**src/sv/transaction_intrinsic_gas_core_defines.svh**
```systemverilog
// ----------------------------------------------------------------------------
// Intrinsic gas core assertion macros
// Shared property forms for the checks at the end of the top level.
// ----------------------------------------------------------------------------
`ifndef TRANSACTION_INTRINSIC_GAS_CORE_DEFINES_SVH
`define TRANSACTION_INTRINSIC_GAS_CORE_DEFINES_SVH

// The consequent must hold in the same cycle, outside of reset.
`define TIG_ASSERT_IMPLIES(label, clk_sig, rst_sig, ante, cons, msg) \
  label: assert property (@(posedge clk_sig) disable iff (rst_sig) (ante) |-> (cons)) \
    else $error(msg);

// The consequent must hold in the same cycle, with reset cycles included.
`define TIG_ASSERT_ALWAYS(label, clk_sig, ante, cons, msg) \
  label: assert property (@(posedge clk_sig) (ante) |-> (cons)) \
    else $error(msg);

`endif

```
**src/sv/tig_pkg.sv**
```systemverilog
// ----------------------------------------------------------------------------
// Intrinsic gas package
// Item types, gas constants, widths and the saturation helper.
// ----------------------------------------------------------------------------
package tig_pkg;

  localparam int COUNT_BITS = 32;
  localparam int KEY_BITS   = COUNT_BITS + 16;
  localparam int AUTH_BITS  = 16;
  localparam int GAS_BITS   = 64;
  localparam int SUM_BITS   = (KEY_BITS + 15 > GAS_BITS + 1) ? KEY_BITS + 15 : GAS_BITS + 1;

  localparam int ZERO_W  = COUNT_BITS + 2;
  localparam int NZ_W    = COUNT_BITS + 7;
  localparam int ENTRY_W = COUNT_BITS + 12;
  localparam int KEYC_W  = KEY_BITS + 11;
  localparam int AUTHC_W = AUTH_BITS + 15;
  localparam int SIZE_W  = COUNT_BITS + 2;
  localparam int WORD_W  = SIZE_W - 4;
  localparam int TOK_W   = COUNT_BITS + 3;
  localparam int CREATE_W = 16;

  localparam int QUEUE_DEPTH = 4;
  localparam int QUEUE_AW    = $clog2(QUEUE_DEPTH);

  localparam int BASE_GAS    = 21000;
  localparam int CREATE_GAS  = 32000;
  localparam int ENTRY_GAS   = 2400;
  localparam int KEY_GAS     = 1900;
  localparam int AUTH_GAS    = 25000;
  localparam int NZ_GAS_OLD  = 68;
  localparam int NZ_GAS_NEW  = 16;
  localparam int TOKEN_GAS   = 10;
  localparam int WORD_ROUND  = 31;

  localparam logic [2:0] ERA_FRONTIER = 3'd0;
  localparam logic [2:0] ERA_HOMESTEAD = 3'd1;
  localparam logic [2:0] ERA_ISTANBUL = 3'd2;
  localparam logic [2:0] ERA_SHANGHAI = 3'd3;
  localparam logic [2:0] ERA_PRAGUE = 3'd4;

  typedef enum logic [1:0] {
    CMD_START = 2'd0,
    CMD_BYTE  = 2'd1,
    CMD_ENTRY = 2'd2,
    CMD_END   = 2'd3
  } cmd_t;

  typedef struct packed {
    logic [1:0]          cmd;
    logic                creates;
    logic [15:0]         auth_count;
    logic [GAS_BITS-1:0] gas_cap;
    logic [7:0]          data_byte;
    logic [15:0]         key_count;
  } item_t;

  typedef struct packed {
    logic [GAS_BITS-1:0] intr_gas;
    logic [GAS_BITS-1:0] floor_cost;
    logic [GAS_BITS-1:0] required_gas;
    logic                gas_ok;
  } result_t;

  typedef struct packed {
    cmd_t                 op;
    logic                 creates;
    logic [AUTH_BITS-1:0] auth_count;
    logic [GAS_BITS-1:0]  gas_cap;
    logic                 zero_byte;
    logic [15:0]          key_count;
  } qentry_t;

  typedef struct packed {
    logic [ZERO_W-1:0]   zero_cost;
    logic [NZ_W-1:0]     nz_cost;
    logic [ENTRY_W-1:0]  entry_cost;
    logic [KEYC_W-1:0]   key_cost;
    logic [AUTHC_W-1:0]  auth_cost;
    logic [CREATE_W-1:0] create_cost;
    logic [WORD_W-1:0]   word_cost;
    logic [TOK_W-1:0]    tokens;
    logic                prague;
    logic [GAS_BITS-1:0] limit;
  } cost_t;

  typedef struct packed {
    logic [SUM_BITS-1:0] part_a;
    logic [SUM_BITS-1:0] part_b;
    logic [SUM_BITS-1:0] part_c;
    logic [SUM_BITS-1:0] floor_raw;
    logic [GAS_BITS-1:0] limit;
  } partial_t;

  typedef struct packed {
    logic [GAS_BITS-1:0] gas;
    logic [GAS_BITS-1:0] floor_cost;
    logic [GAS_BITS-1:0] limit;
  } total_t;

  function automatic logic [GAS_BITS-1:0] sat_gas(input logic [SUM_BITS-1:0] v);
    logic [GAS_BITS-1:0] r;
    if (v[SUM_BITS-1:GAS_BITS] != '0) begin
      r = '1;
    end else begin
      r = v[GAS_BITS-1:0];
    end
    return r;
  endfunction

endpackage

```
**src/sv/tig_front.sv**
```systemverilog
// ----------------------------------------------------------------------------
// Intrinsic gas front end
// Accepts input items, decodes the command and queues a classified entry.
// ----------------------------------------------------------------------------
module tig_front (
  input  logic              clk,
  input  logic              rst,
  input  logic              item_valid,
  output logic              item_stall,
  input  tig_pkg::item_t    item,
  output logic              push,
  output tig_pkg::qentry_t  push_entry,
  input  logic              queue_full
);

  logic             held_valid;
  logic             held_valid_next;
  tig_pkg::qentry_t held;
  tig_pkg::qentry_t decoded;
  logic             accept;

  assign push       = held_valid && !queue_full;
  assign item_stall = held_valid && queue_full;
  assign accept     = item_valid && !item_stall;
  assign push_entry = held;

  always_comb begin
    decoded.op         = tig_pkg::cmd_t'(item.cmd);
    decoded.creates    = item.creates;
    decoded.auth_count = item.auth_count;
    decoded.gas_cap    = item.gas_cap;
    decoded.zero_byte  = (item.data_byte == 8'd0);
    decoded.key_count  = item.key_count;
  end

  always_comb begin
    held_valid_next = held_valid;
    if (accept) begin
      held_valid_next = 1'b1;
    end else if (push) begin
      held_valid_next = 1'b0;
    end
  end

  always_ff @(posedge clk) begin
    if (rst) begin
      held_valid <= 1'b0;
    end else begin
      held_valid <= held_valid_next;
    end
  end

  always_ff @(posedge clk) begin
    if (accept) begin
      held <= decoded;
    end
  end

endmodule

```
**src/sv/tig_queue.sv**
```systemverilog
// ----------------------------------------------------------------------------
// Intrinsic gas item queue
// Short first-in first-out buffer between the front end and the back end.
// ----------------------------------------------------------------------------
module tig_queue (
  input  logic             clk,
  input  logic             rst,
  input  logic             push,
  input  tig_pkg::qentry_t push_entry,
  output logic             full,
  output logic             head_valid,
  output tig_pkg::qentry_t head,
  input  logic             pop
);

  tig_pkg::qentry_t              slots [tig_pkg::QUEUE_DEPTH];
  logic [tig_pkg::QUEUE_AW-1:0]  wr_ptr;
  logic [tig_pkg::QUEUE_AW-1:0]  rd_ptr;
  logic [tig_pkg::QUEUE_AW:0]    fill;
  logic [tig_pkg::QUEUE_AW:0]    fill_next;

  assign full       = (fill == (tig_pkg::QUEUE_AW + 1)'(tig_pkg::QUEUE_DEPTH));
  assign head_valid = (fill != '0);
  assign head       = slots[rd_ptr];

  always_comb begin
    fill_next = fill;
    if (push && !pop) begin
      fill_next = fill + 1'b1;
    end else if (pop && !push) begin
      fill_next = fill - 1'b1;
    end
  end

  always_ff @(posedge clk) begin
    if (rst) begin
      wr_ptr <= '0;
      rd_ptr <= '0;
      fill   <= '0;
    end else begin
      fill <= fill_next;
      if (push) begin
        wr_ptr <= wr_ptr + 1'b1;
      end
      if (pop) begin
        rd_ptr <= rd_ptr + 1'b1;
      end
    end
  end

  always_ff @(posedge clk) begin
    if (push) begin
      slots[wr_ptr] <= push_entry;
    end
  end

endmodule

```
**src/sv/tig_back.sv**
```systemverilog
// ----------------------------------------------------------------------------
// Intrinsic gas back end
// Updates the transaction counters and computes the gas totals on end items.
// ----------------------------------------------------------------------------
module tig_back (
  input  logic              clk,
  input  logic              rst,
  input  logic [2:0]        fork_rules,
  input  logic              head_valid,
  input  tig_pkg::qentry_t  head,
  output logic              pop,
  output logic              result_valid,
  input  logic              result_stall,
  output tig_pkg::result_t  result
);

  logic [tig_pkg::COUNT_BITS-1:0] zero_count;
  logic [tig_pkg::COUNT_BITS-1:0] nonzero_bytes;
  logic [tig_pkg::COUNT_BITS-1:0] entry_total;
  logic [tig_pkg::KEY_BITS-1:0]   key_total;
  logic                           create_flag;
  logic [tig_pkg::AUTH_BITS-1:0]  auth_total;
  logic [tig_pkg::GAS_BITS-1:0]   limit_held;

  logic [tig_pkg::COUNT_BITS-1:0] zero_count_next;
  logic [tig_pkg::COUNT_BITS-1:0] nonzero_bytes_next;
  logic [tig_pkg::COUNT_BITS-1:0] entry_total_next;
  logic [tig_pkg::KEY_BITS-1:0]   key_total_next;
  logic                           create_flag_next;
  logic [tig_pkg::AUTH_BITS-1:0]  auth_total_next;
  logic [tig_pkg::GAS_BITS-1:0]   limit_held_next;
  logic [tig_pkg::KEY_BITS:0]     key_sum;

  logic                advance;
  logic                cost_valid;
  logic                part_valid;
  logic                total_valid;
  tig_pkg::cost_t      cost;
  tig_pkg::cost_t      cost_next;
  tig_pkg::partial_t   part;
  tig_pkg::partial_t   part_next;
  tig_pkg::total_t     total;
  tig_pkg::total_t     total_next;
  tig_pkg::result_t    result_next;
  logic [tig_pkg::SIZE_W-1:0] size_rounded;
  logic [tig_pkg::SUM_BITS-1:0] gas_sum;

  assign advance = !(result_valid && result_stall);
  assign pop     = head_valid && advance;

  always_comb begin
    zero_count_next    = zero_count;
    nonzero_bytes_next = nonzero_bytes;
    entry_total_next   = entry_total;
    key_total_next     = key_total;
    create_flag_next   = create_flag;
    auth_total_next    = auth_total;
    limit_held_next    = limit_held;
    key_sum = {1'b0, key_total} + (tig_pkg::KEY_BITS + 1)'(head.key_count);
    unique case (head.op)
      tig_pkg::CMD_START: begin
        zero_count_next    = '0;
        nonzero_bytes_next = '0;
        entry_total_next   = '0;
        key_total_next     = '0;
        create_flag_next   = head.creates;
        auth_total_next    = head.auth_count;
        limit_held_next    = head.gas_cap;
      end
      tig_pkg::CMD_BYTE: begin
        if (head.zero_byte) begin
          if (!(&zero_count)) begin
            zero_count_next = zero_count + 1'b1;
          end
        end else if (!(&nonzero_bytes)) begin
          nonzero_bytes_next = nonzero_bytes + 1'b1;
        end
      end
      tig_pkg::CMD_ENTRY: begin
        if (!(&entry_total)) begin
          entry_total_next = entry_total + 1'b1;
        end
        key_total_next = key_sum[tig_pkg::KEY_BITS] ? '1 : key_sum[tig_pkg::KEY_BITS-1:0];
      end
      tig_pkg::CMD_END: begin
      end
    endcase
  end

  always_comb begin
    size_rounded = tig_pkg::SIZE_W'(zero_count) + tig_pkg::SIZE_W'(nonzero_bytes)
                 + tig_pkg::SIZE_W'(tig_pkg::WORD_ROUND);
    cost_next.zero_cost = {zero_count, 2'b00};
    if (fork_rules >= tig_pkg::ERA_ISTANBUL) begin
      cost_next.nz_cost = tig_pkg::NZ_W'(nonzero_bytes)
                        * tig_pkg::NZ_W'(tig_pkg::NZ_GAS_NEW);
    end else begin
      cost_next.nz_cost = tig_pkg::NZ_W'(nonzero_bytes)
                        * tig_pkg::NZ_W'(tig_pkg::NZ_GAS_OLD);
    end
    cost_next.entry_cost = tig_pkg::ENTRY_W'(entry_total)
                         * tig_pkg::ENTRY_W'(tig_pkg::ENTRY_GAS);
    cost_next.key_cost = tig_pkg::KEYC_W'(key_total) * tig_pkg::KEYC_W'(tig_pkg::KEY_GAS);
    cost_next.auth_cost = tig_pkg::AUTHC_W'(auth_total)
                        * tig_pkg::AUTHC_W'(tig_pkg::AUTH_GAS);
    if (create_flag && (fork_rules >= tig_pkg::ERA_HOMESTEAD)) begin
      cost_next.create_cost = tig_pkg::CREATE_W'(tig_pkg::CREATE_GAS);
    end else begin
      cost_next.create_cost = '0;
    end
    if (create_flag && (fork_rules >= tig_pkg::ERA_SHANGHAI)) begin
      cost_next.word_cost = {size_rounded[tig_pkg::SIZE_W-1:5], 1'b0};
    end else begin
      cost_next.word_cost = '0;
    end
    cost_next.tokens = tig_pkg::TOK_W'(zero_count) + tig_pkg::TOK_W'({nonzero_bytes, 2'b00});
    cost_next.prague = (fork_rules >= tig_pkg::ERA_PRAGUE);
    cost_next.limit  = limit_held;
  end

  always_comb begin
    part_next.part_a = tig_pkg::SUM_BITS'(tig_pkg::BASE_GAS)
                     + tig_pkg::SUM_BITS'(cost.create_cost)
                     + tig_pkg::SUM_BITS'(cost.word_cost)
                     + tig_pkg::SUM_BITS'(cost.zero_cost);
    part_next.part_b = tig_pkg::SUM_BITS'(cost.nz_cost) + tig_pkg::SUM_BITS'(cost.entry_cost);
    part_next.part_c = tig_pkg::SUM_BITS'(cost.key_cost) + tig_pkg::SUM_BITS'(cost.auth_cost);
    if (cost.prague) begin
      part_next.floor_raw = tig_pkg::SUM_BITS'(cost.tokens)
                          * tig_pkg::SUM_BITS'(tig_pkg::TOKEN_GAS)
                          + tig_pkg::SUM_BITS'(tig_pkg::BASE_GAS);
    end else begin
      part_next.floor_raw = '0;
    end
    part_next.limit = cost.limit;
  end

  always_comb begin
    gas_sum = part.part_a + part.part_b + part.part_c;
    total_next.gas        = tig_pkg::sat_gas(gas_sum);
    total_next.floor_cost = tig_pkg::sat_gas(part.floor_raw);
    total_next.limit      = part.limit;
  end

  always_comb begin
    result_next.intr_gas     = total.gas;
    result_next.floor_cost   = total.floor_cost;
    result_next.required_gas = (total.gas > total.floor_cost) ? total.gas : total.floor_cost;
    result_next.gas_ok       = (total.limit >= result_next.required_gas);
  end

  always_ff @(posedge clk) begin
    if (rst) begin
      zero_count    <= '0;
      nonzero_bytes <= '0;
      entry_total   <= '0;
      key_total     <= '0;
      create_flag   <= 1'b0;
      auth_total    <= '0;
      limit_held    <= '0;
      cost_valid    <= 1'b0;
      part_valid    <= 1'b0;
      total_valid   <= 1'b0;
      result_valid  <= 1'b0;
    end else begin
      if (pop) begin
        zero_count    <= zero_count_next;
        nonzero_bytes <= nonzero_bytes_next;
        entry_total   <= entry_total_next;
        key_total     <= key_total_next;
        create_flag   <= create_flag_next;
        auth_total    <= auth_total_next;
        limit_held    <= limit_held_next;
      end
      if (advance) begin
        cost_valid   <= pop && (head.op == tig_pkg::CMD_END);
        part_valid   <= cost_valid;
        total_valid  <= part_valid;
        result_valid <= total_valid;
      end
    end
  end

  always_ff @(posedge clk) begin
    if (advance) begin
      cost   <= cost_next;
      part   <= part_next;
      total  <= total_next;
      result <= result_next;
    end
  end

endmodule

```
**src/sv/transaction_intrinsic_gas_core.sv**
```systemverilog
// ----------------------------------------------------------------------------
// Transaction intrinsic gas core
// Top level: fork register, front end, item queue and back end.
// ----------------------------------------------------------------------------
// Items enter on item/item_valid and are taken when item_stall is low. A start
// item opens a transaction, byte and access-list items update the counters,
// and an end item produces one result on result/result_valid, which the
// receiver takes when result_stall is low. Other items produce no result.
// The block takes one item per cycle while item_stall is low. When nothing
// stalls, an end item's result passes in order through the front register,
// the queue and the cost, partial-sum and total stages, after which it sits
// in the output register of the back end. A stalled result holds the back
// end, while the four-entry queue keeps taking items until it fills, then
// item_stall rises.
// The fork register is written through cfg_valid and cfg_data; cfg_ready is
// always high. Reset empties the pipeline, clears the counters and sets the
// fork register to the prague rules.
// ----------------------------------------------------------------------------
`include "transaction_intrinsic_gas_core_defines.svh"

module transaction_intrinsic_gas_core (
  input  logic             clk,
  input  logic             rst,
  input  logic             item_valid,
  output logic             item_stall,
  input  tig_pkg::item_t   item,
  output logic             result_valid,
  input  logic             result_stall,
  output tig_pkg::result_t result,
  input  logic             cfg_valid,
  output logic             cfg_ready,
  input  logic [2:0]       cfg_data
);

  logic [2:0]       fork_code;
  logic             push;
  tig_pkg::qentry_t push_entry;
  logic             queue_full;
  logic             head_valid;
  tig_pkg::qentry_t head;
  logic             pop;

  assign cfg_ready  = 1'b1;

  always_ff @(posedge clk) begin
    if (rst) begin
      fork_code <= tig_pkg::ERA_PRAGUE;
    end else if (cfg_valid && cfg_ready) begin
      fork_code <= cfg_data;
    end
  end

  tig_front u_front (
    .clk        (clk),
    .rst        (rst),
    .item_valid (item_valid),
    .item_stall (item_stall),
    .item       (item),
    .push       (push),
    .push_entry (push_entry),
    .queue_full (queue_full)
  );

  tig_queue u_queue (
    .clk        (clk),
    .rst        (rst),
    .push       (push),
    .push_entry (push_entry),
    .full       (queue_full),
    .head_valid (head_valid),
    .head       (head),
    .pop        (pop)
  );

  tig_back u_back (
    .clk          (clk),
    .rst          (rst),
    .fork_rules   (fork_code),
    .head_valid   (head_valid),
    .head         (head),
    .pop          (pop),
    .result_valid (result_valid),
    .result_stall (result_stall),
    .result       (result)
  );

  `TIG_ASSERT_IMPLIES(a_req_covers_gas, clk, rst, result_valid, result.required_gas >= result.intr_gas, "required gas below intrinsic gas")
  `TIG_ASSERT_IMPLIES(a_req_covers_floor, clk, rst, result_valid, result.required_gas >= result.floor_cost, "required gas below floor gas")
  `TIG_ASSERT_IMPLIES(a_gas_has_base, clk, rst, result_valid, result.intr_gas >= 64'(tig_pkg::BASE_GAS), "intrinsic gas below base cost")
  `TIG_ASSERT_ALWAYS(a_reset_empties, clk, $past(rst), !result_valid, "result valid right after reset")

endmodule
```
**config.mk**
```make
export PLATFORM = sky130hd
export DESIGN_NAME = transaction_intrinsic_gas_core
export DESIGN_NICKNAME = d
export VERILOG_FILES = /design/src/sv/tig_pkg.sv /design/src/sv/tig_front.sv /design/src/sv/tig_queue.sv /design/src/sv/tig_back.sv /design/src/sv/transaction_intrinsic_gas_core.sv
export VERILOG_INCLUDE_DIRS = /design/src /design/src/sv
export SDC_FILE = /design/constraint.sdc
export NUM_CORES = 2
export LEC_CHECK = 0
export ABC_AREA = 0
export ABC_CLOCK_PERIOD_IN_PS = 40200
export BUFFER_PORTS_ARGS = -buffer_cell sky130_fd_sc_hd__buf_2
export CORE_MARGIN = 2
export CORE_UTILIZATION = 45
export CTS_CLUSTER_SIZE = 25
export DETAILED_ROUTE_END_ITERATION = 8
export GPL_ROUTABILITY_DRIVEN = 0
export GPL_TIMING_DRIVEN = 0
export PLACE_DENSITY_LB_ADDON = 0.12
export SYNTH_ARGS = -nofsm -noshare
export SYNTH_HDL_FRONTEND = slang
export SYNTH_HIERARCHICAL = 1
export SYNTH_SLANG_ARGS = --single-unit
```
**constraint.sdc**
```tcl
create_clock -name clk -period 40.2 [get_ports clk]
set_input_delay 8.04 -clock clk [delete_from_list [all_inputs] [get_ports clk]]
set_output_delay 8.04 -clock clk [all_outputs]
set_load 0.05 [all_outputs]
```
==> flow_metrics.tcl <==
set metrics [dict create \
    path_class "in -> reg" \
    post-place-ws_ps 26980 \
    critPathRequiredTime_ps 40880 \
    synth_top_area_frac 0.451 \
    fp.dieW_um 456 \
    dp_hpwl_um 179000 \
    netlist_area_mm2 0.0921 \
    post-cts-setup-buffers 0 \
    die_area_mm2 0.208 \
    grt.total_usage 0.217 \
    setup_violations 0 \
    fin_setup_tns_ps 0 \
    clockBufferDepth 3 \
    placementRows 166 \
    synthCells 7379 \
    hold_buffers 0 \
    rsz0062_at_grt "false" \
    vias 57700 \
    tightest_slew_ps 1440 \
    swShare 0.350 \
    yosysUniqueCellTypes 102 \
    drt_iter0_markers 4260 \
    antenna_found_initial 17 \
    syn_area_per_cell_um2 12.5 \
    crit_top_cell "clkbuf_1" \
    ioPinCount 311 \
    start_util 0.451 \
    multi_input_area_mm2 0.0421 \
    ant_nets 0 \
    post_cts_resized 0 \
    fin_crit_sh 0.306 \
    p_int_uw 3760 \
    yosys-top-cells-count "edfxtp_1, ha_1, inv_1" \
    syn2layout_area_growth_pct 12.4 \
    vias_per_cell 5.38 \
    finalHoldWorstSlack_ps 364 \
    reg2regPathDepth 23 \
    drcViolationCount 0 \
    synth_edf_count 1382 \
    cp-start-kind "primary input" \
    synthTopCellsByArea "edfxtp_1, ha_1, fa_1" \
    tritoncts "built" \
    cts_root_buffer "clkbuf_16" \
    drive_gt1_frac 0.103 \
    power_density_mw_per_mm2 55.8 \
    yosys_warnings 6 \
    clock-sinks 1624 \
    yosys.area.top_type "edfxtp_1" \
    relSlewSlack 0.0416 \
    synth-seq-cells 1624 \
    grt_max_degree 75 \
    numCtsBuffers 173 \
    p_clk_frac 0.279 \
    synthFlopType "edfxtp_1" \
    cp_num_buf_inv 6 \
    grt_pass1_vias 57500 \
    finalNetCount 9241 \
    overflow 0 \
    min_path_cells 0 \
    cp_slowest_cell "clkbuf_1" \
    period_needed_ps 12310 \
    cts_max_level 4 \
    core_area_mm2 0.204 \
    path_depth 12 \
    async_reset_ff_frac 0 \
    path_clk_slew_ps 60 \
    max_freq_ghz 0.0812 \
    final_max_slew_viol_count 0 \
    switching_power_uw 2020 \
    crit_path_end_kind "flip-flop" \
    clock_latency_ps 840 \
    wire_per_inst_um 21.3 \
    seq_power_share 0.400 \
    leakagePower_uw 0.0454 \
    status "complete, no violations" \
    drv_cap 0 \
    ir_drop_mv 0.0515 \
    grt_pass1_wl_um 346000 \
    worstPathCellList "buf_2 > nand2_4 > buf_12 > buf_16 > nand2_1 > nor2_1 > nand2_1 > nand2b_1 > clkbuf_1 > clkbuf_1 > clkbuf_1 > nor2_1" \
    crit_path_max_fanout 42 \
    synth_most_common_cell "edfxtp_1" \
    finalHoldViolCount 0 \
    seq_area_mm2 0.0463 \
    fillers 17800 \
    setup_ws_ps 27890 \
    comb_power_share 0.321 \
    die_y_um 456 \
    port_buffers 276 \
    fin_skew_ps 82.3 \
    wirelength_um 229000 \
    cp.arrival_ps 12990 \
    post-route-util 0.507 \
    hold_class "reg -> reg" \
    cp_top_family "buffers and inverters" \
    ys_seq_area_frac 0.503 \
    dr.pass1.iters 5 \
    slowest_delay_ps 1110 \
]
-- stage by stage --
| step | total power, uW | instances | area (um2) |
|---|---|---|---|
| after floorplan | 3580 | 7412 | 92200 |
| after global placement | 4220 | 10400 | 96900 |
| after detailed placement | 4220 | 10400 | 97600 |
| after CTS | 5850 | 10700 | 103000 |
| after global routing | 6100 | 10700 | 103000 |
| final | 5780 | 10700 | 103000 |
-- flip-flops by register name (all words and copies together) (netlist names), 48 cells and up, named ones only --
register            cells
u_queue/slots         400
u_back/cost           321
u_back/part           238
u_back/result         160
u_front/push_entry    100
u_back/result_next     99
u_back/limit_held      64
u_back/total           64
u_back/key_total       48
-- layout by cell type, fill, tap and decap left out, types with 23 or more instances in the layout --
cell	instances
mux2i_1	49
edfxtp_1	1382
mux2_2	45
nand2b_1	44
nor2_1	384
a21oi_1	452
mux4_2	100
and4_1	29
dfxtp_1	242
clkinv_1	29
inv_1	732
clkbuf_16	174
o21bai_1	58
nand2_1	474
o21ai_0	238
conb_1	35
fa_1	374
o21a_1	64
and2_1	38
buf_2	289
xor2_1	168
buf_4	34
a211oi_1	39
or3_1	45
ha_1	863
clkinv_2	23
xnor2_1	286
clkbuf_1	176
nor3_1	101
nor2b_1	71
nand4_1	87
and3_1	78
a31oi_1	41
o31ai_1	27
a21o_1	213
nand3_1	128
-- path summary, 6_finish.rpt --
check                              startpoint                                end  slack (ps)
max                              result_stall  u_back/zero_count[4]$_SDFFE_PP0P_       27890
min                 u_back/part[49]$_DFFE_PN_         u_back/total[49]$_DFFE_PN_         360
max reg2reg  u_back/result_next[86]$_DFFE_PN_         u_back/result[0]$_DFFE_PN_       32750
min reg2reg         u_back/part[49]$_DFFE_PN_         u_back/total[49]$_DFFE_PN_         360
-- metal layers --
layer  vias up  wire length (um)  GRT usage
met2      1238            109000      0.361
met1     28400            102000      0.295
met4         2              7510     0.0711
li1      27700                 -          -
met3       317              9790     0.0285
met5         -                13          0
-- area by class of cell --
cell class	count	area share
Timing Repair Buffer	302	0.0198
Clock inverter	102	0.0117
Clock buffer	223	0.0447
Tap cell	2688	0.0325
Antenna cell	2	0.0000484
Inverter	733	0.0266
Multi-Input combinational cell	4855	0.407
Sequential cell	1624	0.448
Buffer	200	0.0103
-- power by group through the flow --
stage,sequential [uW],combinational (uW),clock [uW]
final,2310,1850,1610
after global routing,2330,2050,1720
after CTS,2310,1880,1650
after detailed placement,2350,1880,0
after global placement,2370,1850,0
after floorplan,2400,1180,0
-- cell families (layout without fill, tap and decap cells) --
| family | after synthesis | after routing | synth area share |
|---|---|---|---|
| and+or+nand+nor | 1574 | 1574 | 0.0826 |
| buffers and inverters | 933 | 1560 | 0.0414 |
| muxes | 194 | 194 | 0.0353 |
| other | 2 | 37 | 0.0000816 |
| adders and majority gates | 1237 | 1237 | 0.199 |
| AOI/OAI and AO/OA | 1359 | 1359 | 0.0951 |
| xor gates and xnor gates | 456 | 456 | 0.0435 |
| DFF | 1624 | 1624 | 0.503 |
No activity file was read; power rests on OpenSTA's default activity.
